$ cat src/rtl/tlbfl_pkg.sv
// ----------------------------------------------------------------------------
// tlbfl_pkg
// Shared types, widths and codes for the fully associative TLB.
// ----------------------------------------------------------------------------
package tlbfl_pkg;

    // Table geometry and field widths
    localparam int MAX_ENTRIES = 32;
    localparam int SLOT_W      = $clog2(MAX_ENTRIES);
    localparam int CNT_W       = SLOT_W + 1;
    localparam int PID_W       = 16;
    localparam int PAGE_W      = 20;
    localparam int FRAME_W     = 20;
    localparam int STAMP_W     = 32;
    localparam int CFG_IDX_W   = 1;
    localparam int CFG_DATA_W  = 6;

    // Configuration register indexes
    localparam logic [CFG_IDX_W-1:0] REG_POLICY  = 1'd0;
    localparam logic [CFG_IDX_W-1:0] REG_ENTRIES = 1'd1;

    // Operation codes
    localparam logic OP_LOOKUP = 1'b0;
    localparam logic OP_INSERT = 1'b1;

    // Replacement policy codes
    localparam logic POL_FIFO = 1'b0;
    localparam logic POL_LRU  = 1'b1;

    // Entry count after reset
    localparam logic [CFG_DATA_W-1:0] ENTRIES_RESET = 6'd32;

    typedef struct packed {
        logic               op;
        logic [PID_W-1:0]   pid;
        logic [PAGE_W-1:0]  page;
        logic [FRAME_W-1:0] frame;
    } in_item_t;

    typedef struct packed {
        logic               hit;
        logic [FRAME_W-1:0] frame_out;
        logic [SLOT_W-1:0]  slot;
    } out_item_t;

    // Commands from the controller to the datapath
    typedef struct packed {
        logic load;
        logic scan_start;
        logic scan_step;
        logic commit;
    } dp_cmd_t;

    // Status from the datapath to the controller
    typedef struct packed {
        logic need_scan;
        logic scan_done;
    } dp_stat_t;

    typedef enum logic [1:0] {
        S_IDLE,
        S_EXEC,
        S_SCAN,
        S_WRITE
    } state_t;

endpackage

$ cat src/rtl/tlb_fifo_lru.sv
// ----------------------------------------------------------------------------
// tlb_fifo_lru
// Fully associative TLB keyed by pid and page, FIFO or LRU replacement.
// ----------------------------------------------------------------------------
//  Channel   Direction  Handshake                  Payload
//  in        input      in_valid / in_ready        in_data   (op, pid, page, frame)
//  out       output     out_valid / out_ready      out_data  (hit, frame_out, slot)
//  cfg       input      cfg_we                     cfg_index, cfg_data
//
//  Lookups and FIFO or fill inserts go through accept, then tag compare
//  and commit. An LRU insert on a full table adds the oldest-entry scan,
//  one stamp per cycle, and a write step before it commits.
//  Reset clears the valid bits, pointer, time counter and fill count at once.
//  A stalled output holds the finished transaction in the compare or write
//  step until the output register drains; no new input is taken meanwhile.
// ----------------------------------------------------------------------------
module tlb_fifo_lru (
    input  logic                                 clk,
    input  logic                                 rst_n,
    input  logic                                 in_valid,
    output logic                                 in_ready,
    input  tlbfl_pkg::in_item_t                  in_data,
    output logic                                 out_valid,
    input  logic                                 out_ready,
    output tlbfl_pkg::out_item_t                 out_data,
    input  logic                                 cfg_we,
    input  logic [tlbfl_pkg::CFG_IDX_W-1:0]      cfg_index,
    input  logic [tlbfl_pkg::CFG_DATA_W-1:0]     cfg_data
);

    tlbfl_pkg::dp_cmd_t  cmd;
    tlbfl_pkg::dp_stat_t stat;

    tlbfl_ctrl u_ctrl (
        .clk       (clk),
        .rst_n     (rst_n),
        .in_valid  (in_valid),
        .in_ready  (in_ready),
        .out_valid (out_valid),
        .out_ready (out_ready),
        .stat      (stat),
        .cmd       (cmd)
    );

    tlbfl_dp u_dp (
        .clk       (clk),
        .rst_n     (rst_n),
        .in_data   (in_data),
        .out_data  (out_data),
        .cfg_we    (cfg_we),
        .cfg_index (cfg_index),
        .cfg_data  (cfg_data),
        .cmd       (cmd),
        .stat      (stat)
    );

endmodule

$ cat src/rtl/tlbfl_ctrl.sv
// ----------------------------------------------------------------------------
// tlbfl_ctrl
// Sequencer for one transaction at a time: accept, compare, optional LRU
// scan, then commit into the output register.
// ----------------------------------------------------------------------------
module tlbfl_ctrl (
    input  logic                clk,
    input  logic                rst_n,
    input  logic                in_valid,
    output logic                in_ready,
    output logic                out_valid,
    input  logic                out_ready,
    input  tlbfl_pkg::dp_stat_t stat,
    output tlbfl_pkg::dp_cmd_t  cmd
);

    tlbfl_pkg::state_t state_reg;
    tlbfl_pkg::state_t state_next;
    logic              out_valid_reg;
    logic              out_valid_next;
    logic              out_free;

    // Output register can take a result when empty or draining
    assign out_free = !out_valid_reg || out_ready;

    // Next state and commands
    always_comb
    begin
        state_next = state_reg;
        cmd        = '0;
        in_ready   = 1'b0;
        case (state_reg)
            tlbfl_pkg::S_IDLE:
            begin
                in_ready = 1'b1;
                if (in_valid)
                begin
                    cmd.load   = 1'b1;
                    state_next = tlbfl_pkg::S_EXEC;
                end
            end
            tlbfl_pkg::S_EXEC:
            begin
                if (stat.need_scan)
                begin
                    cmd.scan_start = 1'b1;
                    state_next     = tlbfl_pkg::S_SCAN;
                end
                else if (out_free)
                begin
                    cmd.commit = 1'b1;
                    state_next = tlbfl_pkg::S_IDLE;
                end
            end
            tlbfl_pkg::S_SCAN:
            begin
                if (stat.scan_done)
                begin
                    state_next = tlbfl_pkg::S_WRITE;
                end
                else
                begin
                    cmd.scan_step = 1'b1;
                end
            end
            tlbfl_pkg::S_WRITE:
            begin
                if (out_free)
                begin
                    cmd.commit = 1'b1;
                    state_next = tlbfl_pkg::S_IDLE;
                end
            end
            default:
            begin
                state_next = tlbfl_pkg::S_IDLE;
            end
        endcase
    end

    // Set on commit, drop once the transaction is taken
    always_comb
    begin
        out_valid_next = out_valid_reg;
        if (cmd.commit)
        begin
            out_valid_next = 1'b1;
        end
        else if (out_ready)
        begin
            out_valid_next = 1'b0;
        end
    end

    always_ff @(posedge clk or negedge rst_n)
    begin
        if (!rst_n)
        begin
            state_reg     <= tlbfl_pkg::S_IDLE;
            out_valid_reg <= 1'b0;
        end
        else
        begin
            state_reg     <= state_next;
            out_valid_reg <= out_valid_next;
        end
    end

    assign out_valid = out_valid_reg;

endmodule

$ cat src/rtl/tlbfl_dp.sv
// ----------------------------------------------------------------------------
// tlbfl_dp
// Entry storage, parallel tag compare, replacement selection, LRU stamp scan,
// configuration registers and the result register.
// ----------------------------------------------------------------------------
module tlbfl_dp (
    input  logic                                 clk,
    input  logic                                 rst_n,
    input  tlbfl_pkg::in_item_t                  in_data,
    output tlbfl_pkg::out_item_t                 out_data,
    input  logic                                 cfg_we,
    input  logic [tlbfl_pkg::CFG_IDX_W-1:0]      cfg_index,
    input  logic [tlbfl_pkg::CFG_DATA_W-1:0]     cfg_data,
    input  tlbfl_pkg::dp_cmd_t                   cmd,
    output tlbfl_pkg::dp_stat_t                  stat
);

    localparam int N = tlbfl_pkg::MAX_ENTRIES;
    localparam logic [tlbfl_pkg::CNT_W-1:0] SIZE_MAX = tlbfl_pkg::CNT_W'(N);

    // Configuration
    logic                              policy_reg;
    logic [tlbfl_pkg::CFG_DATA_W-1:0]  entries_reg;

    // Transaction key and entry storage
    tlbfl_pkg::in_item_t               key_reg;
    logic [N-1:0]                      valid_reg;
    logic [tlbfl_pkg::PID_W-1:0]       pid_reg   [N];
    logic [tlbfl_pkg::PAGE_W-1:0]      page_reg  [N];
    logic [tlbfl_pkg::FRAME_W-1:0]     frame_reg [N];
    logic [tlbfl_pkg::STAMP_W-1:0]     stamp_reg [N];

    // Replacement and time state
    logic [tlbfl_pkg::SLOT_W-1:0]      fifo_ptr_reg;
    logic [tlbfl_pkg::STAMP_W-1:0]     time_reg;
    logic [tlbfl_pkg::CNT_W-1:0]       fill_reg;

    // LRU scan
    logic [tlbfl_pkg::CNT_W-1:0]       idx_reg;
    logic [tlbfl_pkg::SLOT_W-1:0]      best_reg;
    logic [tlbfl_pkg::STAMP_W-1:0]     best_stamp_reg;
    logic [tlbfl_pkg::STAMP_W-1:0]     scan_stamp;

    tlbfl_pkg::out_item_t              out_reg;
    tlbfl_pkg::out_item_t              out_next;

    logic [tlbfl_pkg::CNT_W-1:0]       size;
    logic [N-1:0]                      match;
    logic                              hit_any;
    logic [tlbfl_pkg::SLOT_W-1:0]      hit_slot;
    logic                              full;
    logic [tlbfl_pkg::SLOT_W-1:0]      fifo_victim;
    logic [tlbfl_pkg::CNT_W-1:0]       fifo_inc;
    logic [tlbfl_pkg::SLOT_W-1:0]      fifo_next;
    logic [tlbfl_pkg::SLOT_W-1:0]      ins_slot;
    logic                              do_insert;
    logic                              do_touch;
    logic [tlbfl_pkg::SLOT_W-1:0]      stamp_addr;

    // Clamp the configured count to the table depth
    assign size = (tlbfl_pkg::CNT_W'(entries_reg) > SIZE_MAX)
                  ? SIZE_MAX : tlbfl_pkg::CNT_W'(entries_reg);
    assign full = (fill_reg >= size);

    // Compare the key against every valid entry
    always_comb
    begin
        for (int i = 0; i < N; i++)
        begin
            match[i] = valid_reg[i] && (pid_reg[i] == key_reg.pid)
                       && (page_reg[i] == key_reg.page);
        end
    end

    // Lowest matching slot wins
    always_comb
    begin
        hit_slot = '0;
        for (int i = N - 1; i >= 0; i--)
        begin
            if (match[i])
            begin
                hit_slot = tlbfl_pkg::SLOT_W'(i);
            end
        end
    end
    assign hit_any = |match;

    // Round-robin victim and pointer advance
    assign fifo_victim = (tlbfl_pkg::CNT_W'(fifo_ptr_reg) < size) ? fifo_ptr_reg : '0;
    assign fifo_inc    = tlbfl_pkg::CNT_W'(fifo_victim) + 1'b1;
    assign fifo_next   = (fifo_inc >= size) ? '0 : fifo_inc[tlbfl_pkg::SLOT_W-1:0];

    // Pick the slot an insert writes
    always_comb
    begin
        if (!full)
        begin
            ins_slot = fill_reg[tlbfl_pkg::SLOT_W-1:0];
        end
        else if (policy_reg == tlbfl_pkg::POL_FIFO)
        begin
            ins_slot = fifo_victim;
        end
        else
        begin
            ins_slot = best_reg;
        end
    end

    assign do_insert  = cmd.commit && (size != '0) && (key_reg.op == tlbfl_pkg::OP_INSERT);
    assign do_touch   = cmd.commit && (size != '0) && (key_reg.op == tlbfl_pkg::OP_LOOKUP)
                        && hit_any;
    assign stamp_addr = do_insert ? ins_slot : hit_slot;

    // Status toward the controller
    assign stat.need_scan = (key_reg.op == tlbfl_pkg::OP_INSERT) && (size != '0) && full
                            && (policy_reg == tlbfl_pkg::POL_LRU);
    assign stat.scan_done = (idx_reg >= size);

    // Result of the committed transaction
    always_comb
    begin
        out_next = '0;
        if (do_touch)
        begin
            out_next.hit       = 1'b1;
            out_next.frame_out = frame_reg[hit_slot];
            out_next.slot      = hit_slot;
        end
        else if (do_insert)
        begin
            out_next.slot = ins_slot;
        end
    end

    assign scan_stamp = stamp_reg[idx_reg[tlbfl_pkg::SLOT_W-1:0]];

    // Configuration writes
    always_ff @(posedge clk or negedge rst_n)
    begin
        if (!rst_n)
        begin
            policy_reg  <= tlbfl_pkg::POL_FIFO;
            entries_reg <= tlbfl_pkg::ENTRIES_RESET;
        end
        else if (cfg_we)
        begin
            case (cfg_index)
                tlbfl_pkg::REG_POLICY:  policy_reg  <= cfg_data[0];
                tlbfl_pkg::REG_ENTRIES: entries_reg <= cfg_data;
                default:                ;
            endcase
        end
    end

    // Control state: valid bits, pointer, time and fill count
    always_ff @(posedge clk or negedge rst_n)
    begin
        if (!rst_n)
        begin
            valid_reg    <= '0;
            fifo_ptr_reg <= '0;
            time_reg     <= '0;
            fill_reg     <= '0;
        end
        else
        begin
            if (do_insert)
            begin
                valid_reg[ins_slot] <= 1'b1;
                if (!full)
                begin
                    fill_reg <= fill_reg + 1'b1;
                end
                else if (policy_reg == tlbfl_pkg::POL_FIFO)
                begin
                    fifo_ptr_reg <= fifo_next;
                end
            end
            if (do_insert || do_touch)
            begin
                time_reg <= time_reg + 1'b1;
            end
        end
    end

    // Payload: key, entries, stamps, scan and result
    always_ff @(posedge clk)
    begin
        if (cmd.load)
        begin
            key_reg <= in_data;
        end
        if (do_insert)
        begin
            pid_reg[ins_slot]   <= key_reg.pid;
            page_reg[ins_slot]  <= key_reg.page;
            frame_reg[ins_slot] <= key_reg.frame;
        end
        if (do_insert || do_touch)
        begin
            stamp_reg[stamp_addr] <= time_reg;
        end
        if (cmd.scan_start)
        begin
            idx_reg        <= tlbfl_pkg::CNT_W'(1);
            best_reg       <= '0;
            best_stamp_reg <= stamp_reg[0];
        end
        else if (cmd.scan_step)
        begin
            idx_reg <= idx_reg + 1'b1;
            if (scan_stamp < best_stamp_reg)
            begin
                best_reg       <= idx_reg[tlbfl_pkg::SLOT_W-1:0];
                best_stamp_reg <= scan_stamp;
            end
        end
        if (cmd.commit)
        begin
            out_reg <= out_next;
        end
    end

    assign out_data = out_reg;

endmodule

$ cat config.mk
export PLATFORM = sky130hd
export DESIGN_NAME = tlb_fifo_lru
export DESIGN_NICKNAME = d
export VERILOG_FILES = /design/src/rtl/tlbfl_pkg.sv /design/src/rtl/tlb_fifo_lru.sv /design/src/rtl/tlbfl_ctrl.sv /design/src/rtl/tlbfl_dp.sv
export SDC_FILE = /design/constraint.sdc
export NUM_CORES = 2
export LEC_CHECK = 0
export BUFFER_PORTS_ARGS = -buffer_cell sky130_fd_sc_hd__buf_2
export CAP_MARGIN = 20
export CELL_PAD_IN_SITES_DETAIL_PLACEMENT = 1
export CELL_PAD_IN_SITES_GLOBAL_PLACEMENT = 1
export CORE_MARGIN = 2
export CORE_UTILIZATION = 50
export CTS_CLUSTER_DIAMETER = 30
export DETAILED_ROUTE_END_ITERATION = 6
export PLACE_DENSITY = 0.88
export REMOVE_ABC_BUFFERS = 1
export SETUP_SLACK_MARGIN = 0.02
export SLEW_MARGIN = 10
export SYNTH_ARGS = -nofsm -noshare
export SYNTH_HDL_FRONTEND = slang
export SYNTH_SLANG_ARGS = --single-unit
$ cat constraint.sdc
create_clock -name clk -period 6.1 [get_ports clk]
set_input_delay 0.61 -clock clk [delete_from_list [all_inputs] [get_ports clk]]
set_output_delay 0.61 -clock clk [all_outputs]
set_load 0.02 [all_outputs]
==> results.cfg, run 1 <==
[status]
outcome = did not finish
haltStage = global routing (5_1_grt)
error = [ERROR GRT-0232] Routing congestion too high. Check the congestion heatmap in the GUI.

[synthesis]
synth_cell_types = 96
synth-edff-count = 2931
syn_avg_cell_area_um2 = 17.0
ys.warnings.count = 0
async_flop_share_pct = 2.80
synthCells = 7405
synth_seq_cells = 3032
syn-cell-area_um2 = 126000
synthFlopType = edfxtp_1
yosysSeqAreaShare_pct = 71.9

[floorplanning]
die_x_um = 506
start_util_pct = 50.2
fp.dieH_um = 506
ios = 97
num_rows = 184

[clock_tree]
h-tree-depth = 6
clockBufferDepth = 4
cts.sink_count = 3032
cts-root-buf = clkbuf_16
cts_buffers = 530

[placement]
dp_hpwl_mm = 239
port-buffer-count = 96
gp_congestion = 0.911

[global_route]
grt_use_total_pct = 66.6
grt_overflow = 141
antenna_found_initial = 132
grt_max_degree = 74

[timing]
worst_endpoint = u_dp.out_data[15]$_SDFFCE_PN0P_/D
worstEpCategory = register input
## stage by stage
stage / cell area [um2] / setup WS [ns] / instances / TNS [ns]
CTS: 152000 / 0.0257 / 11900 / 0
global placement: 133000 / 0.318 / 10800 / 0
floorplan: 124000 / -12.64 / 7045 / -4650.53
detailed placement: 133000 / -0.152 / 10800 / -3.98
## what timing repair did
item,CTS
buffers inserted,23
setup endpoints to repair,778
hold buffers,65
gates resized for setup,14
cloned,8
endpoints found under the hold margin,93
pin swaps,11
## synthesized netlist by cell type (16+ instances only)
| master | instances | area, um2 |
|---|---|---|
| edfxtp_1 | 2931 | 88000 |
| xor2_1 | 793 | 6950 |
| xnor2_1 | 382 | 3350 |
| nor4_1 | 365 | 2280 |
| nand2_1 | 346 | 1300 |
| mux4_2 | 320 | 7210 |
| nand4_1 | 254 | 1590 |
| nand3_1 | 232 | 1160 |
| nor2_1 | 210 | 788 |
| clkbuf_1 | 125 | 469 |
| mux2i_1 | 92 | 921 |
| and3_1 | 84 | 526 |
| dfrtp_1 | 84 | 2100 |
| buf_2 | 79 | 395 |
| inv_1 | 71 | 267 |
| mux2_2 | 71 | 800 |
| buf_6 | 69 | 777 |
| nor3_1 | 67 | 335 |
| buf_4 | 57 | 428 |
| ha_1 | 57 | 713 |
| a21oi_1 | 55 | 275 |
| o21ai_0 | 45 | 225 |
| a31oi_1 | 37 | 231 |
| or2_2 | 37 | 231 |
| nand2b_1 | 35 | 219 |
| or4_1 | 34 | 255 |
| and2_1 | 30 | 188 |
| o211ai_1 | 29 | 218 |
| nor4b_1 | 27 | 236 |
| buf_1 | 26 | 97.6 |
| nor2b_1 | 25 | 156 |
| o2111ai_1 | 25 | 219 |
| a221oi_1 | 22 | 193 |
| a22oi_1 | 21 | 158 |
| o211a_1 | 21 | 210 |
| o21ai_1 | 21 | 105 |
| a21o_1 | 20 | 150 |
| a311o_1 | 17 | 170 |
| o311ai_0 | 17 | 149 |
| dfxtp_1 | 16 | 320 |
| nand4b_1 | 16 | 140 |
## kinds of logic after synthesis
logic type / count (synthesis) / synth area share [%]
xor+xnor: 1176 / 8.19
fa+ha+maj: 57 / 0.567
simple gates: 1807 / 7.79
flops: 3032 / 71.9
compound gates: 411 / 2.43
buf+inv: 431 / 1.98
mux: 491 / 7.16
## per-layer routing
metal  overflow  track usage [%]
met1          9             65.1
met3         59             60.5
met2         26             76.0
met4         42             64.7
met5          5             45.4
==> run 2, diff against run 1 <==
--- a/config.mk
+++ b/config.mk
@@ -7,15 +7,11 @@
 export LEC_CHECK = 0
 export BUFFER_PORTS_ARGS = -buffer_cell sky130_fd_sc_hd__buf_2
 export CAP_MARGIN = 20
-export CELL_PAD_IN_SITES_DETAIL_PLACEMENT = 1
-export CELL_PAD_IN_SITES_GLOBAL_PLACEMENT = 1
 export CORE_MARGIN = 2
-export CORE_UTILIZATION = 50
-export CTS_CLUSTER_DIAMETER = 30
+export CORE_UTILIZATION = 35
 export DETAILED_ROUTE_END_ITERATION = 6
-export PLACE_DENSITY = 0.88
+export PLACE_DENSITY_LB_ADDON = 0.15
 export REMOVE_ABC_BUFFERS = 1
-export SETUP_SLACK_MARGIN = 0.02
 export SLEW_MARGIN = 10
 export SYNTH_ARGS = -nofsm -noshare
 export SYNTH_HDL_FRONTEND = slang
==> constraint.sdc (replaced) <==
create_clock -name clk -period 7.9 [get_ports clk]
set_input_delay 0.79 -clock clk [delete_from_list [all_inputs] [get_ports clk]]
set_output_delay 0.79 -clock clk [all_outputs]
set_load 0.02 [all_outputs]
==> run 2 against run 1 <==
Compared with the run above: the flow now finishes without violations; synthesized cell count unchanged; area after synthesis unchanged.
==> results.cfg, run 2 <==
[worst_setup_path]
startpoint = u_dp.key_reg[48]$_DFFE_PP_
crit_end = u_dp.out_data[17]$_SDFFCE_PN0P_
ff2ff_path_depth = 13
worstSetupEndpointType = register
r2r_slack_ns = 1.36
required_ns = 8.53
worstSetupStartpointType = register
path_max_fanout = 34
critPathArrivalTime_ns = 7.17
reg2reg_to = u_dp.out_data[17]$_SDFFCE_PN0P_
path_class = reg -> reg
r2r-start = u_dp.key_reg[48]$_DFFE_PP_

[timing]
worst_pin_slew_ns = 1.18
slew_headroom_pct = 21.5
slew_violations = 0
setup_viol = 0
period_share_pct = 82.8
finalHoldViolCount = 0
fin_skew_ns = 0.113
fin_setup_tns_ns = 0
min_period_ns = 6.54
fmax_mhz = 153
rsz0062_at_grt = false

[routing]
dr.pass1.iters = 6
routed_wl_mm = 377
drc_errors = 0
wl_per_cell_um = 29.2
ant_nets = 0
num_vias = 69400
initialDrtViolationCount = 6685
via_per_inst = 5.37

[synthesis]
synthCells = 7405
synthFlopType = edfxtp_1
synth_common_cells = 2931 x edfxtp_1, 793 x xor2_1, 382 x xnor2_1
synth_top_area_share_pct = 69.9
syn_avg_cell_area_um2 = 17.0
yosysMostFrequentCell = edfxtp_1
synth-simple-area-share_pct = 7.79
synthAdderAreaFrac_pct = 0.567
synth_seq_cells = 3032
yosysSeqAreaShare_pct = 71.9
synth_area_leaders = edfxtp_1 70%, mux4_2 5.7%, xor2_1 5.5%
synth_xor_area_share_pct = 8.19
synth.area.mux_share_pct = 7.16
async_flop_share_pct = 2.80
synth_compound_area_share_pct = 2.43
synth_top_family_by_area = XOR/XNOR gates
ys.warnings.count = 0
yosys.area.top_type = edfxtp_1
synth-edff-count = 2931
synth_cell_types = 96
syn-cell-area_um2 = 126000

[clock_tree]
clockBufferDepth = 4
cts-root-buf = clkbuf_16
clk-insertion-delay-late_ns = 0.95
cts_buffers = 340
h-tree-depth = 5
tritoncts = yes
cts.sink_count = 3032
clkTransAtPathRegs_ns = 0.06

[min_path]
min_path_type = in -> reg

[global_route]
antenna_found_initial = 13
grt_pass1_wl_mm = 535
grt_use_total_pct = 20.4
grt_pass1_vias = 70700
grt_max_degree = 159
grt_overflow = 0

[status]
outcome = finished clean

[finish]
final_common_cell = edfxtp_1
stdcell_count = 12900
fin_util_pct = 40.6
syn_to_final_growth_pct = 15.7
largest_reg_flops = 1024
drive_gt1_share_pct = 17.9
final_cell_mix = 2931 x edfxtp_1, 793 x xor2_1, 382 x xnor2_1
nFillCells = 32300
fin_nets = 7994
stdcell_area_um2 = 146000

[placement]
gp_congestion = 0.845
port-buffer-count = 96
dp_hpwl_mm = 219
dp.cells = 12200
place_area_um2 = 134000

[floorplanning]
die_x_um = 604
fp.dieH_um = 604
start_util_pct = 35.1
core_region_area_um2 = 358000
die_area_um2 = 364000
ios = 97
num_rows = 220

[job]
max-cap-violations = 0

[power_and_ir_drop]
power_uw = 42600
p_leak_uw = 0.0473
ir_worst_vdd_uv = 209
p_per_area_nw_per_um2 = 292
[run 2: cell counts after synthesis]
No cell type changed its count.
[run 2: repair_timing]
action,CTS,global route
hold endpoints to repair,64,0
setup endpoints to repair,0,0
hold buffers,41,0
gates resized for setup,0,0
setup buffers,0,0
[run 2: layer usage]
| layer | up-vias | routed length, um | global-route usage (%) |
|---|---|---|---|
| met4 | 0 | 10000 | 5.38 |
| met5 | - | 0 | 0 |
| met2 | 2096 | 181000 | 33.7 |
| met1 | 36800 | 168000 | 28.4 |
| met3 | 510 | 18100 | 2.40 |
| li1 | 30000 | - | - |
[run 2: kinds of logic after synthesis]
| logic type | count (synthesis) |
|---|---|
| xor+xnor | 1176 |
| compound gates | 411 |
| simple gates | 1807 |
| buf+inv | 431 |
| mux | 491 |
| flops | 3032 |
| fa+ha+maj | 57 |
[run 2: how the worst min path moves through the flow]
stage / from / cells past startpoint / slack, ns / end
2_1_floorplan: u_dp.valid_reg[6]$_DFFE_PN0P_ / 1 / 0.43 / u_dp.valid_reg[6]$_DFFE_PN0P_
3_3_place_gp: u_dp.valid_reg[6]$_DFFE_PN0P_ / 1 / 0.45 / u_dp.valid_reg[6]$_DFFE_PN0P_
3_5_place_dp: u_dp.valid_reg[6]$_DFFE_PN0P_ / 1 / 0.45 / u_dp.valid_reg[6]$_DFFE_PN0P_
4_1_cts: in_data[18] / 1 / 0.002 / u_dp.key_reg[18]$_DFFE_PP_
5_1_grt: in_data[18] / 1 / 0.02 / u_dp.key_reg[18]$_DFFE_PP_
6_report: in_data[18] / 1 / 0.07 / u_dp.key_reg[18]$_DFFE_PP_
[run 2: worst max-delay path: stages (launching register included)]
cell and delay [ns]:
edfxtp_1 1.09, buf_4 0.35, xnor2_1 0.22, nand4_1 0.13
nor4_1 0.91, nand3_1 0.38, nand2b_1 0.44, a2111oi_1 0.10
o21ai_1 0.52, and4_2 1.09, buf_12 0.35, a221oi_1 0.15
a41o_1 0.27, a211o_1 0.22
[run 2: final cells by class]
cell class	count	area, um2	area share [%]
flip-flops and latches	3032	90500	62.1
well taps	4773	5970	4.10
diodes	6	15.0	0.0103
inverters	71	267	0.183
multi-input cells	3942	33500	23.0
clock inverters	188	1660	1.14
repair buffers	481	4680	3.21
clock buffers	430	9120	6.26
[run 2: report_power, final]
| part | switching [uW] | leakage (uW) | internal (uW) | total, uW |
|---|---|---|---|---|
| clock network | 6560 | 0.00529 | 8900 | 15500 |
| registers | 667 | 0.0272 | 18900 | 19500 |
| logic | 4850 | 0.0147 | 2750 | 7600 |
| total | 12100 | 0.0473 | 30500 | 42600 |
[run 2: through the flow]
step	setup slack [ns]	hold slack [ns]
after floorplan	-10.84	0.432
after CTS	1.40	0.00233
after detailed placement	1.42	0.452
after global placement	1.51	0.449
after global routing	1.19	0.0216
final	1.36	0.0670
Note: power is estimated with default switching activity, not from simulation.
